### config.mk
export PLATFORM = sky130hd
export DESIGN_NAME = decimal_seven_segment_writer_top
export DESIGN_NICKNAME = d
export VERILOG_FILES = /design/src/hdl/dssw_pkg.sv /design/src/hdl/decimal_seven_segment_writer_top.sv /design/src/hdl/dssw_cell.sv
export SDC_FILE = /design/constraint.sdc
export NUM_CORES = 1
export LEC_CHECK = 0
export ABC_AREA = 1
export BUFFER_PORTS_ARGS = -buffer_cell sky130_fd_sc_hd__buf_4
export CORE_MARGIN = 5
export CORE_UTILIZATION = 56
export DETAILED_ROUTE_END_ITERATION = 12
export PLACE_DENSITY = 0.79
export SYNTH_ARGS = -nofsm -noshare
export SYNTH_HDL_FRONTEND = slang
export SYNTH_SLANG_ARGS = --single-unit
### constraint.sdc
create_clock -name clk -period 2.6 [get_ports clk]
set_input_delay 0.52 -clock clk [delete_from_list [all_inputs] [get_ports clk]]
set_output_delay 0.52 -clock clk [all_outputs]
set_load 0.01 [all_outputs]
### src/hdl/dssw_pkg.sv
// Package for the decimal seven-segment writer.
// Holds the sizing constants, the controller state type and the digit-to-segment table.
// No dependencies.
package dssw_pkg;

	localparam int MAX_DIGITS = 10;
	localparam int VALUE_BITS = 32;

	localparam int VALUE_W     = 32;
	localparam int COUNT_W     = 4;
	localparam int ADDR_W      = 8;
	localparam int SEG_W       = 7;
	localparam int BCD_W       = 4;
	localparam int BIT_CNT_W   = (VALUE_BITS > 1) ? $clog2(VALUE_BITS) : 1;
	localparam int DIG_IDX_W   = (MAX_DIGITS > 1) ? $clog2(MAX_DIGITS) : 1;

	typedef enum logic [1:0] {
		ST_IDLE,
		ST_CONV,
		ST_EMIT
	} state_t;

	// Segment pattern, bit 6 is segment a and bit 0 is segment g.
	function automatic logic [SEG_W-1:0] seg_code(input logic [BCD_W-1:0] digit);
		logic [SEG_W-1:0] code;
		unique case (digit)
			4'd0:    code = 7'h7E;
			4'd1:    code = 7'h30;
			4'd2:    code = 7'h6D;
			4'd3:    code = 7'h79;
			4'd4:    code = 7'h33;
			4'd5:    code = 7'h5B;
			4'd6:    code = 7'h5F;
			4'd7:    code = 7'h70;
			4'd8:    code = 7'h7F;
			4'd9:    code = 7'h7B;
			default: code = 7'h7E;
		endcase
		return code;
	endfunction

endpackage

### src/hdl/decimal_seven_segment_writer_top.sv
// Decimal seven-segment writer, top level.
// Depends on dssw_pkg and dssw_cell.
// An accepted value goes through a chain of ten BCD digit cells, one binary bit per cycle;
// then one display write beat leaves per cycle unless the sink holds out_ready low, most
// significant digit first, addresses counting down from start_position + 1 modulo 256,
// the final beat flagged by last. An item with digit_count zero produces nothing, and
// counts above ten are treated as ten. A new item is taken only once the previous one
// has handed its last beat to the output register.
module decimal_seven_segment_writer_top (
	input  logic                        clk,
	input  logic                        arst_n,
	input  logic                        in_valid,
	output logic                        in_ready,
	input  logic [dssw_pkg::VALUE_W-1:0] value,
	input  logic [dssw_pkg::COUNT_W-1:0] digit_count,
	input  logic [dssw_pkg::ADDR_W-1:0]  start_position,
	output logic                        out_valid,
	input  logic                        out_ready,
	output logic [dssw_pkg::ADDR_W-1:0]  reg_address,
	output logic [dssw_pkg::SEG_W-1:0]   segment_code,
	output logic                        last
);
	import dssw_pkg::*;

	state_t state_q, state_d;

	logic [VALUE_BITS-1:0] shift_q;
	logic [BIT_CNT_W-1:0]  bit_cnt_q;
	logic [DIG_IDX_W-1:0]  idx_q;
	logic [ADDR_W-1:0]     addr_q;
	logic                  out_valid_q;
	logic [ADDR_W-1:0]     reg_address_q;
	logic [SEG_W-1:0]      segment_code_q;
	logic                  last_q;

	logic                  accept;
	logic                  shift_en;
	logic                  load_out;
	logic [COUNT_W-1:0]    count_sat;
	logic [MAX_DIGITS:0]   carry;
	logic [BCD_W-1:0]      digits [MAX_DIGITS];

	assign count_sat = (digit_count > COUNT_W'(MAX_DIGITS)) ? COUNT_W'(MAX_DIGITS) : digit_count;
	assign accept    = in_valid && in_ready;

	// The chain is fed from the top bit of the value; the carry out of the top cell is
	// dropped, which discards any digits above the chain.
	assign carry[0] = shift_q[VALUE_BITS-1];

	for (genvar i = 0; i < MAX_DIGITS; i++) begin : g_cell
		dssw_cell u_cell (
			.clk      (clk),
			.arst_n   (arst_n),
			.clear    (accept),
			.shift_en (shift_en),
			.bit_in   (carry[i]),
			.bit_out  (carry[i+1]),
			.digit    (digits[i])
		);
	end

	// Next state.
	always_comb begin
		state_d = state_q;
		unique case (state_q)
			ST_IDLE: begin
				if (accept && (digit_count != '0)) state_d = ST_CONV;
			end
			ST_CONV: begin
				if (bit_cnt_q == BIT_CNT_W'(VALUE_BITS - 1)) state_d = ST_EMIT;
			end
			ST_EMIT: begin
				if (load_out && (idx_q == '0)) state_d = ST_IDLE;
			end
			default: state_d = ST_IDLE;
		endcase
	end

	// Control outputs.
	always_comb begin
		in_ready = 1'b0;
		shift_en = 1'b0;
		load_out = 1'b0;
		unique case (state_q)
			ST_IDLE: in_ready = 1'b1;
			ST_CONV: shift_en = 1'b1;
			ST_EMIT: load_out = !out_valid_q || out_ready;
			default: in_ready = 1'b0;
		endcase
	end

	always_ff @(posedge clk or negedge arst_n) begin
		if (!arst_n) begin
			state_q   <= ST_IDLE;
			bit_cnt_q <= '0;
			idx_q     <= '0;
			addr_q    <= '0;
		end else begin
			state_q <= state_d;
			if (accept) begin
				bit_cnt_q <= '0;
				idx_q     <= DIG_IDX_W'(count_sat - COUNT_W'(1));
				addr_q    <= start_position + ADDR_W'(1);
			end else begin
				if (shift_en) bit_cnt_q <= bit_cnt_q + BIT_CNT_W'(1);
				if (load_out) begin
					idx_q  <= idx_q - DIG_IDX_W'(1);
					addr_q <= addr_q - ADDR_W'(1);
				end
			end
		end
	end

	always_ff @(posedge clk) begin
		if (accept) begin
			shift_q <= value[VALUE_BITS-1:0];
		end else if (shift_en) begin
			shift_q <= {shift_q[VALUE_BITS-2:0], 1'b0};
		end
	end

	// Output register: one beat held until the sink takes it.
	always_ff @(posedge clk or negedge arst_n) begin
		if (!arst_n) begin
			out_valid_q <= 1'b0;
		end else if (load_out) begin
			out_valid_q <= 1'b1;
		end else if (out_ready) begin
			out_valid_q <= 1'b0;
		end
	end

	always_ff @(posedge clk) begin
		if (load_out) begin
			reg_address_q  <= addr_q;
			segment_code_q <= seg_code(digits[idx_q]);
			last_q         <= (idx_q == '0);
		end
	end

	assign out_valid    = out_valid_q;
	assign reg_address  = reg_address_q;
	assign segment_code = segment_code_q;
	assign last         = last_q;

endmodule

### src/hdl/dssw_cell.sv
// One decimal digit cell of the shift-and-add-3 binary to BCD converter.
// Depends on dssw_pkg for the digit width.
module dssw_cell (
	input  logic                      clk,
	input  logic                      arst_n,
	input  logic                      clear,
	input  logic                      shift_en,
	input  logic                      bit_in,
	output logic                      bit_out,
	output logic [dssw_pkg::BCD_W-1:0] digit
);
	import dssw_pkg::*;

	logic [BCD_W-1:0] digit_q;
	logic [BCD_W-1:0] adj;

	// A digit of five or more gets three added so that the doubling carries into the next cell.
	assign adj     = (digit_q >= BCD_W'(5)) ? digit_q + BCD_W'(3) : digit_q;
	assign bit_out = adj[BCD_W-1];
	assign digit   = digit_q;

	always_ff @(posedge clk or negedge arst_n) begin
		if (!arst_n) begin
			digit_q <= '0;
		end else if (clear) begin
			digit_q <= '0;
		end else if (shift_en) begin
			digit_q <= {adj[BCD_W-2:0], bit_in};
		end
	end

endmodule
==> metrics.md, run 1 <==
| Metric | Value |
|---|---|
| CP endpoint kind | flip-flop |
| Critical path type | flip-flop to flip-flop |
| Slew headroom | 48.8% |
| DRT Pass-1 Iters | 5 |
| Remaining global-route overflow | 0 |
| M3 GR Usage | 4.56% |
| Final count of pins violating max slew | 0 |
| Max Buffers Root-to-Sink | 2 |
| CTS resizes | 0 |
| Final Util | 65.6% |
| Final Cycle Share | 87.3% |
| Area Overhead vs Synth | 13.6% |
| Final setup violating endpoints | 0 |
| Top-area cell type share of the netlist area | 25.1% |
| Post-DP HPWL | 9.03 mm |
| R2R cell count | 10 |
| Leakage power | 3.24 nW |
| Leading cell types by count after synthesis | nand2_1 (198), inv_1 (68), dfrtp_1 (60), o21ai_0 (53), nand3_1 (49) |
| First-pass GRT wire length | 21.6 mm |
| H-Tree Depth | 3 |
| Setup Skew | 0.0100 ns |
| RR Startpoint | idx_q[0] |
| Pin count of the biggest net entering global routing | 61 |
| Worst-path clk slew | 0.10 ns |
| Nets | 834 |
| Clock root cell | clkbuf_8 |
| CTS tree | done |
| Flops & latches, synth | 108 |
| Hold slack | 0.201 ns |
| CORE AREA | 10,400 um2 |
| Total GRT Usage | 20.4% |
| Hold Crit Class | input port to asynchronous set/reset pin |
| Main synth FF type | dfrtp_1 |
| ANT cells | 0 |
| Sink Count | 108 |
| RSZ-0062 raised after global routing | false |
| Fraction of synthesis flops using an asynchronous set or reset pin | 55.6% |
| R2R Setup Slk | 0.33 ns |
| CP Max Fanout | 15 |
| WP data required | 2.74 ns |
| Later-pin clock latency in the skew report | 0.38 ns |
| Full die area | 12,900 um2 |
| PwrDens | 1290 nW/um2 |
| DIE HEIGHT | 113 um |
| Global route hottest layer | met2 |
| Routing usage on met2 | 34.7% |
| Reg-to-Reg End | segment_code[3] |
| Antenna Nets Post-Route | 0 |
| Netlist cell types | 45 |
| Rows | 37 |
| Post-CTS setup buffer count | 0 |
| Met1 Use GR | 25.4% |
| Crit start category | flip-flop |
| Syn_nets | 772 |
| Post-synthesis cell area | 5990 um2 |
| Post-Syn Instances | 694 |
| Placement Cell Area | 6580 um2 |
| Fin. Hold Viols | 0 |
| Synth warn | 0 |
| Most frequent cell after synthesis | nand2_1 |
| Post-synth EDFFs | 48 |
| Vias per cell | 5.53 |
| Max Cap Violations | 0 |
| Synth area leaders | dfrtp_1 (25%), edfxtp_1 (24%), nand2_1 (12%), ha_1 (6.3%), o21ai_0 (4.4%) |
| Vias in the first global route | 4,910 |
| Total routed wirelength | 12.9 mm |
| Initial antenna violation count | 0 |
| # hold bufs at CTS | 0 |
| Layout cells sized above 1 | 16.3% |
| Fmax achieved | 441 MHz |
| Mean Syn Cell Area | 8.63 um2 |
| CP Data Arrival Time | 2.41 ns |
| Fin area | 6800 um2 |
| Port buffer count | 65 |
| Register area share after synthesis | 49.1% |
| Fin Setup TNS | 0 ns |
| Total number of vias | 4,960 |
| Crit path time final | 2.27 ns |
| Starting DRT DRC Count | 409 |
| DRC | 0 |
| IO Count | 66 |
| Initial Util | 57.7% |
| VDD IR max | 0.531 mV |
| Routability cong. | 0.886 |
| Area leader, netlist | dfrtp_1 |
| CTS Buf Count | 9 |
| Horiz. Die Dim | 113 um |
| CP Launch Point | idx_q[0] |
| Measured slew at the worst slew-check pin | 0.768 ns |
| DR WL/cell | 14.3 um |
| Status | finished, final reports clean |
## power by group
| part | switching [W] | internal, W | total, W |
|---|---|---|---|
| clock network | 0.000605 | 0.000555 | 0.00116 |
| logic | 0.00271 | 0.00166 | 0.00438 |
| registers | 0.000517 | 0.00274 | 0.00326 |
| total | 0.00384 | 0.00496 | 0.00880 |
## cell type report
cell class                      count  area [um2]
Fill cell                         834        3570
Sequential cell                   108        2940
Multi-Input combinational cell    487        2610
Timing Repair Buffer               73         561
Inverter                           77         297
Tap cell                          136         170
Clock buffer                       10         128
Clock inverter                      6        96.3
## through the flow
step	worst slack (ns)	cells	power (W)
after floorplan	0.731	694	0.00655
after global placement	0.504	881	0.00729
after detailed placement	0.377	881	0.00761
after CTS	0.357	897	0.00879
after global routing	0.147	897	0.00959
final	0.331	897	0.00880
## critical path, stage by stage, from the launching register on
cell	delay, ns
dfrtp_1	0.63
inv_2	0.22
a21oi_1	0.18
o21ai_0	0.09
nand3_1	0.07
nand3_1	0.10
nand2_1	0.15
inv_1	0.10
ha_1	0.33
nand2_1	0.09
nand3_1	0.07
## how the worst max path moves through the flow
stage	to	cells after the start	slack, ns
2_1_floorplan	segment_code[3]	11	0.73
3_3_place_gp	segment_code[3]	10	0.50
3_5_place_dp	segment_code[3]	10	0.38
4_1_cts	segment_code[3]	10	0.36
5_1_grt	segment_code[2]	12	0.15
6_report	segment_code[3]	10	0.33
## flip-flops by register name, indices dropped and copies added, names as in the netlist
| name | cells |
|---|---|
| reg_address | 8 |
| last | 1 |
| idx_q | 4 |
| addr_q | 8 |
| bit_cnt_q | 5 |
| g_cell.u_cell.digit | 40 |
| shift_q | 32 |
| state_q | 2 |
| segment_code | 7 |
| out_valid | 1 |
## placed cells by master, fill, tap and decap left out, drive strengths merged, types with 2 or more instances in the layout
cell | netlist | final
a21oi | 22 | 22
a22o | 2 | 2
a32o | 6 | 6
buf | 19 | 73
bufinv | 0 | 2
clkbuf | 3 | 10
dfrtp | 60 | 60
edfxtp | 48 | 48
ha | 30 | 30
inv | 77 | 79
nand2 | 204 | 204
nand3 | 49 | 49
nand4 | 3 | 3
nor2 | 36 | 36
nor3 | 3 | 3
o211ai | 4 | 4
o21ai | 77 | 77
o22ai | 13 | 13
o32ai | 5 | 5
or2 | 13 | 13
xnor2 | 3 | 3
xor2 | 9 | 9
## cell families (layout without fill, tap and decap cells)
group | Yosys count | in the layout | share of synthesized area [%]
XOR/XNOR | 12 | 12 | 1.76
AND/OR/NAND/NOR | 310 | 310 | 22.1
buffers and inverters | 99 | 166 | 7.31
AO/OA/AOI/OAI | 135 | 135 | 13.4
flip-flops | 108 | 108 | 49.1
adder cells (fa/ha/maj) | 30 | 30 | 6.27
## per-layer routing
metal	up-vias	wire (um)
li1	2440	-
met1	2346	5460
met2	151	6440
met3	23	762
met4	0	196
met5	-	0
Power figures use the tool's default switching activity.
==> inputs of run 2 (changes only) <==
--- a/config.mk
+++ b/config.mk
@@ -6,11 +6,13 @@
 export NUM_CORES = 1
 export LEC_CHECK = 0
 export ABC_AREA = 1
+export ABC_CLOCK_PERIOD_IN_PS = 2600
 export BUFFER_PORTS_ARGS = -buffer_cell sky130_fd_sc_hd__buf_4
 export CORE_MARGIN = 5
 export CORE_UTILIZATION = 56
 export DETAILED_ROUTE_END_ITERATION = 12
-export PLACE_DENSITY = 0.79
+export PLACE_DENSITY = 0.78
 export SYNTH_ARGS = -nofsm -noshare
 export SYNTH_HDL_FRONTEND = slang
+export SYNTH_HIERARCHICAL = 1
 export SYNTH_SLANG_ARGS = --single-unit
==> run 2 against run 1 <==
Compared with the run above: wire length up 5.4%; combinational power shrank 11%; via count rose by 10%; maximum frequency grew 10%; register-to-register slack gained 0.21 ns; cell area is 8.4% higher; sequential cell count did not move; setup slack better by 0.21 ns; global-route usage is 0.78 points higher; cell count up 19%; clock power up 34%; largest power group unchanged; highest routed layer unchanged.
==> metrics.md, run 2 <==
| Metric | Value |
|---|---|
| M3 GR Usage | 3.42% (-1.1 points) |
| # hold bufs at CTS | 0 (unchanged) |
| Placed Instances | 1,048 (+19%) |
| Slew headroom | 46.7% (-2.0 points) |
| Pin count of the biggest net entering global routing | 61 (unchanged) |
| Worst-path clk slew | 0.07 ns (-0.03 ns) |
| Hold slack | 0.244 ns (+0.0431 ns) |
| CP Max Fanout | 15 (unchanged) |
| RSZ-0062 raised after global routing | false |
| First-pass GRT wire length | 23.0 mm (+6.4%) |
| Critical path type | flip-flop to flip-flop |
| Max Buffers Root-to-Sink | 2 (unchanged) |
| Worst path cell trace | buf_4, or2_1, o21ai_0, o22ai_1, nand2_1, nand3_1, inv_1, ha_1, nand2_1, nand2_1 |
| VDD IR max | 0.711 mV (+34%) |
| Hold Crit Class | input port to asynchronous set/reset pin |
| Layout cells sized above 1 | 13.1% (-3.2 points) |
| CTS tree | done |
| Setup Skew | 0.00904 ns (-0.000990 ns) |
| Final Cycle Share | 79.2% (-8.0 points) |
| Initial antenna violation count | 0 (unchanged) |
| Initial Util | 56.5% (-1.3 points) |
| Post-DP HPWL | 9.71 mm (+7.6%) |
| Crit path time final | 2.06 ns (-0.209 ns) |
| Later-pin clock latency in the skew report | 0.36 ns (-0.02 ns) |
| Final count of pins violating max slew | 0 (unchanged) |
| Antenna Nets Post-Route | 0 (unchanged) |
| IO Count | 66 (unchanged) |
| DIE HEIGHT | 117 um (+2.8%) |
| CTS resizes | 0 (unchanged) |
| Max Cap Violations | 0 (unchanged) |
| Full die area | 13,600 um2 (+5.7%) |
| Remaining global-route overflow | 0 (unchanged) |
| CORE AREA | 11,300 um2 (+8.7%) |
| Leakage power | 3.89 nW (+20%) |
| Global route hottest layer | met2 |
| Crit-path max cell delay | 0.47 ns (-0.16 ns) |
| CTS Buf Count | 9 (unchanged) |
| PwrDens | 1190 nW/um2 (-8.1%) |
| Multi-input logic area | 2900 um2 (+11%) |
| Most frequent cells in the layout | nand2_1 (333), inv_1 (118), nand3_1 (82) |
| Post-Syn Instances | 845 (+22%) |
| Final Non-Filler Cells | 1,064 (+19%) |
| Sink Count | 108 (unchanged) |
| H-Tree Depth | 3 (unchanged) |
| Final Util | 65.4% (-0.20 points) |
| Area Overhead vs Synth | 15.8% |
| Total number of vias | 5,458 (+10%) |
| ANT cells | 0 (unchanged) |
| Nets | 994 (+19%) |
| Total GRT Usage | 21.2% (+0.78 points) |
| Most common cell after layout, fill and taps aside | nand2_1 |
| Mean Syn Cell Area | 7.53 um2 (-13%) |
| Fmax achieved | 485 MHz (+10%) |
| DRT Pass-1 Iters | 5 (unchanged) |
| Syn_nets | 923 (+20%) |
| Status | finished, final reports clean |
| Rows | 39 (+5.4%) |
| Most common cell on crit path | nand2_1 |
| Met1 Use GR | 28.4% (+3.0 points) |
| Total routed wirelength | 13.6 mm (+5.4%) |
| Routing usage on met2 | 34.6% (-0.046 points) |
| Port buffer count | 65 (unchanged) |
| DRC | 0 (unchanged) |
| Clock root cell | clkbuf_16 |
| Post-CTS setup buffer count | 0 (unchanged) |
| Register Area | 2940 um2 (unchanged) |
| CP Data Arrival Time | 2.17 ns (-0.24 ns) |
| R2R Setup Slk | 0.54 ns (+0.21 ns) |
| CP endpoint kind | flip-flop |
| Synth warn | 6 (+6) |
| Slowest library cell on the worst path | dfrtp_1 |
| Starting DRT DRC Count | 387 (-5.4%) |
| Post-synthesis cell area | 6360 um2 (+6.3%) |
| Final setup violating endpoints | 0 (unchanged) |
| Routability cong. | 0.896 (+1.2%) |
| Vias in the first global route | 5,089 (+3.6%) |
| Crit start category | flip-flop |
| Horiz. Die Dim | 117 um (+2.8%) |
| Fillers | 934 (+12%) |
| Measured slew at the worst slew-check pin | 0.799 ns (+0.0307 ns) |
| Vias per cell | 5.13 (-7.2%) |
| DR WL/cell | 12.7 um (-11%) |
| Fin Setup TNS | 0 ns (unchanged) |
| Fin. Hold Viols | 0 (unchanged) |
| WP data required | 2.71 ns (-0.03 ns) |
| Max reg flops | 40 (unchanged) |
run 2: area by class of cell:
class,instances,share of cell area (%)
Inverter,121,6.16
Clock inverter,5,1.21
Tap cell,143,2.43
Timing Repair Buffer,74,7.54
Sequential cell,108,39.9
Multi-Input combinational cell,602,39.3
Clock buffer,11,3.43
run 2: worst max-delay path, delay by kind of cell, from the launching register on:
kind	cells	cell delay, ns
AOI/OAI and AO/OA	2	0.16
adders and majority gates	1	0.27
buffers and inverters	2	0.38
DFF	1	0.47
and+or+nand+nor	5	0.54
run 2: report_power, final:
| group | total [W] | switching [W] | internal [W] |
|---|---|---|---|
| Sequential | 0.00330 | 0.000641 | 0.00266 |
| Clock | 0.00156 | 0.000644 | 0.000911 |
| Combinational | 0.00391 | 0.00243 | 0.00148 |
| Total | 0.00877 | 0.00372 | 0.00505 |
run 2: final timing paths:
kind | start | end | cells past startpoint
min | arst_n | g_cell[3].u_cell/digit[2] | 1
min reg2reg | addr_q[3] | reg_address[3] | 0
max in group asynchronous | arst_n | g_cell[6].u_cell/digit[2] | 1
max | idx_q[0] | segment_code[3] | 10
min in group clk | value[3] | shift_q[3] | 3
max reg2reg | idx_q[0] | segment_code[3] | 10
run 2: metrics by stage:
stage               total power [W]  instance area, um2  setup WS [ns]
finish                      0.00877                7370          0.540
global route                0.00962                7370          0.341
CTS                         0.00879                7370          0.546
detailed placement          0.00718                7030          0.556
global placement            0.00706                7030          0.601
floorplan                   0.00623                6360          0.310
run 2: metal layers:
metal	share of wire, %	routed length (um)
met2	47	6330
met3	4.7	632
met4	2.1	279
met5	0	0
met1	47	6310
